### src/rtl/core/ogb_pkg.sv
`default_nettype none
package ogb_pkg;
  localparam int MAX_COLUMNS_DEF = 256;
  localparam int MAX_ROWS_DEF = 256;
  localparam int COUNT_BITS_DEF = 16;
  localparam int CFG_IDX_BITS = 3;

  typedef enum logic [1:0] {
    CMD_MAP_POINT = 2'd0,
    CMD_MAP_DONE = 2'd1,
    CMD_SCAN_POINT = 2'd2,
    CMD_READ_CELL = 2'd3
  } cmd_t;

  typedef enum logic [1:0] {
    ST_ACCEPTED = 2'd0,
    ST_OUTSIDE = 2'd1,
    ST_IGNORED = 2'd2
  } status_t;

  typedef enum logic [2:0] {
    REG_ORIGIN_X = 3'd0,
    REG_ORIGIN_Y = 3'd1,
    REG_CELL_SIZE = 3'd2,
    REG_GRID_WIDTH = 3'd3,
    REG_GRID_HEIGHT = 3'd4,
    REG_Z_LOW = 3'd5,
    REG_Z_HIGH = 3'd6,
    REG_FULL_SCORE = 3'd7
  } reg_idx_t;

  localparam logic signed [7:0] OCC_UNKNOWN = -8'sd1;
  localparam logic [7:0] OCC_FULL = 8'd100;

  typedef struct packed {
    logic [1:0] cmd;
    logic signed [31:0] px;
    logic signed [31:0] py;
    logic signed [31:0] pz;
    logic [15:0] cell_number;
  } in_item_t;

  typedef struct packed {
    logic [1:0] status;
    logic signed [7:0] occupancy;
  } out_item_t;

  typedef struct packed {
    logic signed [31:0] x_origin;
    logic signed [31:0] y_origin;
    logic [15:0] cell_size;
    logic [8:0] grid_width;
    logic [8:0] grid_height;
    logic signed [31:0] z_low;
    logic signed [31:0] z_high;
    logic [15:0] full_count;
  } cfg_t;

  typedef enum logic [2:0] {
    FR_IDLE,
    FR_DIV,
    FR_CHECK,
    FR_PUSH
  } front_state_t;

  typedef enum logic [2:0] {
    BK_IDLE,
    BK_READ,
    BK_CALC,
    BK_DIV,
    BK_WRITE,
    BK_CLEAR,
    BK_OUT
  } back_state_t;
endpackage
`default_nettype wire

### src/rtl/core/ogb_front.sv
`default_nettype none
// classifies items; points get their cell by two serial divides done in parallel
module ogb_front #(
  parameter int MAX_COLUMNS = 256,
  parameter int MAX_ROWS = 256,
  localparam int CELL_BITS = $clog2(MAX_COLUMNS * MAX_ROWS)
) (
  input wire logic clk,
  input wire logic rst,
  input wire ogb_pkg::cfg_t cfg,
  input wire logic in_valid,
  output logic in_stall,
  input wire ogb_pkg::in_item_t in_item,
  output logic q_valid,
  input wire logic q_full,
  output logic [1:0] q_cmd,
  output logic [1:0] q_status,
  output logic q_band,
  output logic [CELL_BITS-1:0] q_cell
);
  import ogb_pkg::*;
  localparam int CB = $clog2(MAX_COLUMNS + 1);
  localparam int RB = $clog2(MAX_ROWS + 1);

  front_state_t state, state_next;
  in_item_t item;
  logic [32:0] qx, qy;
  logic [15:0] remx, remy;
  logic [5:0] step;
  logic dead;
  logic [CB-1:0] cols;
  logic [RB-1:0] rows;
  logic [CELL_BITS-1:0] lin;
  logic [CELL_BITS:0] total;
  logic [32:0] rx, ry;
  logic [16:0] tx, ty;
  logic ok;

  assign cols = (32'(cfg.grid_width) > 32'(MAX_COLUMNS)) ? CB'(MAX_COLUMNS)
                                                         : CB'(cfg.grid_width);
  assign rows = (32'(cfg.grid_height) > 32'(MAX_ROWS)) ? RB'(MAX_ROWS)
                                                       : RB'(cfg.grid_height);
  assign total = (CELL_BITS+1)'(cols) * (CELL_BITS+1)'(rows);
  assign rx = 33'(item.px) - 33'(cfg.x_origin) + 33'd0;
  assign ry = 33'(item.py) - 33'(cfg.y_origin);
  assign tx = {remx, qx[32]};
  assign ty = {remy, qy[32]};
  assign ok = !dead && cols != '0 && rows != '0 && qx[31:0] < 32'(cols)
              && qy[31:0] < 32'(rows);
  assign lin = CELL_BITS'(qy[RB-1:0]) * CELL_BITS'(cols) + CELL_BITS'(qx[CB-1:0]);

  always_comb begin
    state_next = state;
    case (state)
      FR_IDLE: if (in_valid) begin
        if (in_item.cmd == CMD_MAP_POINT || in_item.cmd == CMD_SCAN_POINT) begin
          state_next = FR_DIV;
        end else begin
          state_next = FR_PUSH;
        end
      end
      FR_DIV: if (step == 6'd33) state_next = FR_CHECK;
      FR_CHECK: state_next = FR_PUSH;
      FR_PUSH: if (!q_full) state_next = FR_IDLE;
      default: state_next = FR_IDLE;
    endcase
  end

  always_comb begin
    in_stall = (state != FR_IDLE);
    q_valid = (state == FR_PUSH);
  end

  always_ff @(posedge clk) begin
    if (rst) begin
      state <= FR_IDLE;
    end else begin
      state <= state_next;
    end
  end

  always_ff @(posedge clk) begin
    case (state)
      FR_IDLE: begin
        item <= in_item;
        step <= '0;
        q_cmd <= in_item.cmd;
        q_status <= ST_ACCEPTED;
        q_cell <= CELL_BITS'(in_item.cell_number);
        q_band <= 1'b0;
        if (in_item.cmd == CMD_READ_CELL) begin
          if (32'(in_item.cell_number) >= 32'(total)) begin
            q_status <= ST_OUTSIDE;
          end
        end
      end
      FR_DIV: begin
        if (step == 6'd0) begin
          dead <= rx[32] || ry[32] || cfg.cell_size == 16'd0;
          qx <= {rx[31:0], 1'b0} >> 1;
          qy <= {ry[31:0], 1'b0} >> 1;
          remx <= '0;
          remy <= '0;
          step <= 6'd1;
        end else begin
          remx <= 16'((tx >= {1'b0, cfg.cell_size}) ? tx - {1'b0, cfg.cell_size} : tx);
          remy <= 16'((ty >= {1'b0, cfg.cell_size}) ? ty - {1'b0, cfg.cell_size} : ty);
          qx <= {qx[31:0], tx >= {1'b0, cfg.cell_size}};
          qy <= {qy[31:0], ty >= {1'b0, cfg.cell_size}};
          step <= step + 6'd1;
        end
      end
      FR_CHECK: begin
        q_cell <= lin;
        q_band <= (item.pz >= cfg.z_low) && (item.pz <= cfg.z_high);
        q_status <= ok ? ST_ACCEPTED : ST_OUTSIDE;
      end
      default: ;
    endcase
  end
endmodule
`default_nettype wire

### config.mk
export PLATFORM = sky130hd
export DESIGN_NAME = ogb_front
export DESIGN_NICKNAME = d
export VERILOG_FILES = /design/src/rtl/core/ogb_pkg.sv /design/src/rtl/core/ogb_front.sv
export SDC_FILE = /design/constraint.sdc
export NUM_CORES = 1
export LEC_CHECK = 0
export ABC_AREA = 1
export BUFFER_PORTS_ARGS = -buffer_cell sky130_fd_sc_hd__buf_2
export CAP_MARGIN = 20
export CORE_MARGIN = 1
export CORE_UTILIZATION = 64
export DETAILED_ROUTE_END_ITERATION = 6
export PLACE_DENSITY = 0.87
export SETUP_SLACK_MARGIN = 0.3
export SYNTH_ARGS = -nofsm -noshare
export SYNTH_HDL_FRONTEND = slang
export SYNTH_SLANG_ARGS = --single-unit
### constraint.sdc
create_clock -name clk -period 9.5 [get_ports clk]
set_input_delay 0.95 -clock clk [delete_from_list [all_inputs] [get_ports clk]]
set_output_delay 0.95 -clock clk [all_outputs]
set_load 0.1 [all_outputs]
### Word-level counts from Yosys, hierarchy flattened

Cells that the tools add are included.

| word-level totals | value |
|---|---|
| register bits | 225 |
| output and inout port bits | 23 |
| logic and storage cells | 81 |

| operators by class | value |
|---|---|
| add/subtract/negate cells | 6 |
| multiply operators | 2 |
| magnitude comparators | 9 |
| equality and inequality tests | 9 |
| multiplexer cells | 19 |
| reductions and logical operators | 20 |

Operators with widths:

| kind | number |
|---|---|
| subtractor 32 x 32 -> 33 bit | 2 |
| less-than comparator 32 x 9 -> 1 bit | 2 |
| 2-to-1 mux 32 bit | 2 |
| greater-or-equal comparator 17 x 16 -> 1 bit | 2 |
| greater-or-equal comparator 32 bit | 1 |
| less-or-equal comparator 32 bit | 1 |
| 2-to-1 mux 16 bit | 2 |
| case mux 16 bit (2 select lines) | 1 |
| subtractor 16 bit | 2 |
| > comparator 9 bit (second input constant) | 2 |
| 2-to-1 mux 9 bit | 2 |
| nonzero test 9 bit | 2 |
| greater-or-equal comparator 16 x 17 -> 1 bit | 1 |
| multiplier 9 x 9 -> 17 bit | 1 |
| adder 16 x 9 -> 16 bit | 1 |
| logical NOT 16 bit | 1 |
| multiplier 9 x 9 -> 16 bit | 1 |
| case mux 3 bit (4 select lines) | 1 |
| case mux 6 bit (2 select lines) | 1 |
| 2-to-1 mux 3 bit | 3 |
| adder 6 x 1 -> 6 bit (second input constant) | 1 |
| == test 3 x 2 -> 1 bit (second input constant) | 2 |
| == test 6 bit (second input constant) | 1 |
| logical NOT 6 bit | 1 |
| 17 further kinds | 29 |

### Logic depth before layout (Yosys ltp)

| depth | value |
|---|---|
| depth in word-level cells | 9 |
| depth in mapped cells | 33 |
| gate-level depth less buffers | 32 |

### Worst setup path before layout

Ideal clock, no wire load.

| timing path | value |
|---|---|
| path type | input to register |
| from | in cfg[95] in the netlist's numbering |
| to | reg q_status[0] (data pin) |
| library setup time | 0.253 ns |
| data arrival time | 5.793 ns |
| slack | 3.454 ns |
| cell stages on the path | 28 |
| buffers on the path | 1 |
| path through | nor2_1 -> nand2_1 -> o21ai_2 -> nand2_1 -> inv_1 -> buf_2 -> nand2_1 -> fa_1 -> fa_1 -> inv_1 -> fa_1 -> inv_1 -> fa_1 -> inv_1 -> ha_1 -> inv_1 -> nor3_1 -> a21o_1 -> nand2_1 -> a21oi_1 -> xnor2_1 -> ha_1 -> nand2_1 -> nor2_1 -> a41oi_1 -> nand2_1 -> nand3_1 -> nand2_1 |

| between the ends | value |
|---|---|
| longest elaborated chain between the ends | 9 |
| elaborated cells between the ends (all ways) | 14 |
| those cells by class | mul (1); order compare (3); mux (5); reduce/logical (5) |

Ends and longest elaborated chain:

| what | RTL line | RTL |
|---|---|---|
| start: declaration | ogb_front.sv:10 | `input wire ogb_pkg::cfg_t cfg,` |
| > comparator 9 bit | ogb_front.sv:39 | `assign cols = (32'(cfg.grid_width) > 32'(MAX_COLUMNS)) ? CB'(MAX_COLUMNS)` |
| 2-to-1 mux 9 bit (*) | ogb_front.sv:39 |  |
| branches (longest 6 deep; another with multiplier 9 x 9 -> 17 bit) | - |  |
| case mux 2 bit (2 select lines) (*) | ogb_front.sv:83 | `case (state)` |
| end signal: assignment | ogb_front.sv:116 | `q_status <= ok ? ST_ACCEPTED : ST_OUTSIDE;` |
| end: declaration | ogb_front.sv:17 | `output logic [1:0] q_status,` |

Mark *: on every way between the ends. The select of a mux whose other input is x is not followed.
A chain may end at the register's enable or synchronous reset.

### Worst setup path in the final report

| timing path | value |
|---|---|
| from | in cfg[97] in the netlist's numbering |
| to | reg q_status[0] (data pin) |

The elaborated chain is that of the path after synthesis.

==> flow_summary.toml <==
[clocking]
cts_setup_buffers = 0
clk_pin_slew_worst_paths_ps = 70
cts_max_path_buffers = 3
cts-resized-gates = 0
cts_sinks = 223
cts_htree_levels = 1
cts_tree = "built"
clk_latency_ps = 560
hold_buffers = 0
cts-root-buf = "clkbuf_16"
cts_inserted_buffers = 26

[sta]
hold_viol = 0
max-slew-margin-rel_pct = 36.2
tns_ps = 0
setup_violations = 0
period_share_pct = 69.1
fin_skew_ps = 37.3
tightest_slew_ps = 958
fmax_mhz = 152
hold_ws_ps = 538
period_needed_ps = 6570
rsz0062_at_grt = "false"
finalMaxSlewViolations = 0

[power_and_ir_drop]
p_leak_uw = 0.0123
p_int_uw = 3910
p_sw_uw = 3760
irDropWorstVdd_uv = 330
p_per_area_nw_per_um2 = 313
combPwrFrac_pct = 60.5
pwr-share-seq_pct = 26.0
p_sw_share_pct = 49.0
p_clk_share_pct = 13.5

[critical_path]
crit_fanout = 14
worstPathArrival_ps = 6890
r2r-start = "qy[3]"
rr_endpoint = "q_cell[15]"
critPathRequiredTime_ps = 9820
r2r_slack_ps = 4480
r2r_cells = 16
setup.worst_path.class = "in -> reg"
cp-end-kind = "flip-flop"
critPathLaunchType = "primary input"

[placed_design]
hpwl_mm = 45.7
finalWeightedCongestion = 0.963
io_buffers = 301

[yosys]
synth.distinct_cells = 57
yosysSeqAreaShare_pct = 30.7
synth_warnings = 0
synth_top_area_share_pct = 30.5
synth_seq_cells = 223
ys.flop_type = "edfxtp_1"
syn_area_per_cell_um2 = 8.20
synth_fp_nets = 3332
synthCells = 2649
synth_edf_count = 221
synth.largest_area_cell = "edfxtp_1"
syn_area_um2 = 21700
yosys-top-cells-area = "edfxtp_1 31%, ha_1 16%, fa_1 9.9%"
yosys.cell_count.top_type = "nand2_1"
postSynth.asyncResetShare_pct = 0
synth.top_cells.by_count = "556 x nand2_1, 455 x inv_1, 280 x ha_1, 231 x nor2_1, 221 x edfxtp_1"

[layout]
area_growth_pct = 12.9
drive_gt1_share_pct = 13.3
final_nets = 3626

[die]
die_w_um = 186
num_io_pins = 319
rows = 67
initial_core_util_pct = 64.9
dieArea_um2 = 34700
fp.dieH_um = 186
core_um2 = 33400

[outcome]
outcome = "complete, no violations"

[global_route]
grt_pass1_wl_mm = 92.1
antenna_found_initial = 2
grt_max_degree = 108
grt_pass1_vias = 19200
grt.total_usage_pct = 33.6
overflow = 0

[run]
maxCapViolCount = 0

[detailed_routing]
drtPass1Iterations = 6
drc = 0
antenna_left = 0
vias = 19500
viasPerCell = 5.70
totalWireLength_mm = 57.5
drtIter0Drc = 1402
wl_per_cell_um = 16.8

[hold_path]
min_path_cells = 2
holdPathEnd = "qx[16]"
min_path_type = "reg -> reg"
holdCritStartpoint = "qx[15]"
[cells by family (layout without fill, tap and decap cells)]
group                    count (synthesis)  in the layout  synth area share [%]
flip-flops                             223            223                  30.7
XOR/XNOR                                82             82                  3.31
adder cells (fa/ha/maj)                387            387                  26.0
AO/OA/AOI/OAI                          429            429                  11.0
other                                    1              3                0.0173
buffers and inverters                  506            820                  8.98
AND/OR/NAND/NOR                       1021           1021                  20.0
[per-stage QoR]
stage / cells / setup slack [ps] / instance area (um^2) / utilization, % / power [uW]
floorplan: 2649 / 3450 / 21700 / - / 5440
global placement: 3363 / 2510 / 23700 / 70.7 / 6420
detailed placement: 3363 / 2470 / 23700 / 70.7 / 6570
CTS: 3411 / 3040 / 24500 / 73.3 / 7640
global route: 3413 / 2590 / 24500 / 73.3 / 8320
finish: 3413 / 2930 / 24500 / 73.3 / 7670
[power groups by stage]
stage	registers (uW)	logic, uW	clock network (uW)
3_3_place_gp	1980	4430	0
3_5_place_dp	2000	4560	0
6_report	1990	4640	1030
2_1_floorplan	2250	3190	0
5_1_grt	2030	5210	1080
4_1_cts	1990	4600	1050
[area by class of cell]
cell class	count	area, um^2
clock inverters	18	206
well taps	448	561
fillers	2617	8920
multi-input cells	1920	13100
clock buffers	30	666
diodes	2	5.00
inverters	466	1750
repair buffers	306	1540
flip-flops and latches	223	6680
[worst max-delay path by stage]
stage                  end     from  slack, ps
3_5_place_dp   q_status[0]  cfg[97]       2470
3_3_place_gp   q_status[0]  cfg[97]       2510
2_1_floorplan  q_status[0]  cfg[95]       3450
4_1_cts        q_status[0]  cfg[97]       3040
6_report       q_status[0]  cfg[97]       2930
5_1_grt        q_status[0]  cfg[97]       2590
[metal layers]
| metal | vias to the layer above | routed length, um | global-route usage, % | share of wire, % |
|---|---|---|---|---|
| li1 | 9370 | - | - | - |
| met4 | 0 | 2170 | 13.0 | 3.8 |
| met2 | 865 | 27200 | 56.9 | 47 |
| met5 | - | 0 | 0 | 0 |
| met3 | 143 | 4480 | 5.39 | 7.8 |
| met1 | 9085 | 23700 | 43.2 | 41 |
[cells in the final DEF (no fill, tap or decap), types with 4 or more instances in the layout]
cell,instances
o21bai_1,8
nor4_2,5
a21o_1,13
a21oi_1,199
or2_2,4
nand3b_1,12
o211ai_1,5
a31oi_1,13
or2_1,6
nor4_1,26
nand2_1,556
a211oi_1,6
nand4_1,37
edfxtp_1,221
ha_1,278
xnor2_1,47
xor2_1,35
nor3b_1,4
nand3_1,94
clkbuf_16,26
inv_1,455
nor2_1,231
clkinv_1,9
o21ai_0,93
a21oi_2,5
nor3_1,32
buf_2,301
o21ai_1,52
o21ai_2,13
clkbuf_1,4
fa_1,107
o21a_1,7
clkinv_2,4
inv_2,7
bufinv_16,4
buf_4,5
[critical path: stages]
cell,delay [ps]
buf_2,300
inv_2,220
nand2_1,460
clkinv_1,520
nand2_1,210
fa_1,460
fa_1,540
inv_1,50
fa_1,530
inv_1,50
fa_1,530
inv_1,50
ha_1,320
inv_1,140
nor3_1,80
a21oi_1,310
xor2_1,180
ha_1,260
nand2_1,90
nor2_1,50
a211oi_1,170
nand2_1,70
nand2_1,50
nand2_1,50
nand2_1,50
nand2_1,40
nand3_1,60
nand2_1,50
[flip-flops by register name, indices dropped and copies added, names as in the netlist]
signal    flops
item         96
qx           33
qy           33
q_cell       16
remx         16
remy         16
step          6
q_cmd         2
state         2
dead          1
q_band        1
q_status      1
Note: power is estimated with default switching activity, not from simulation.
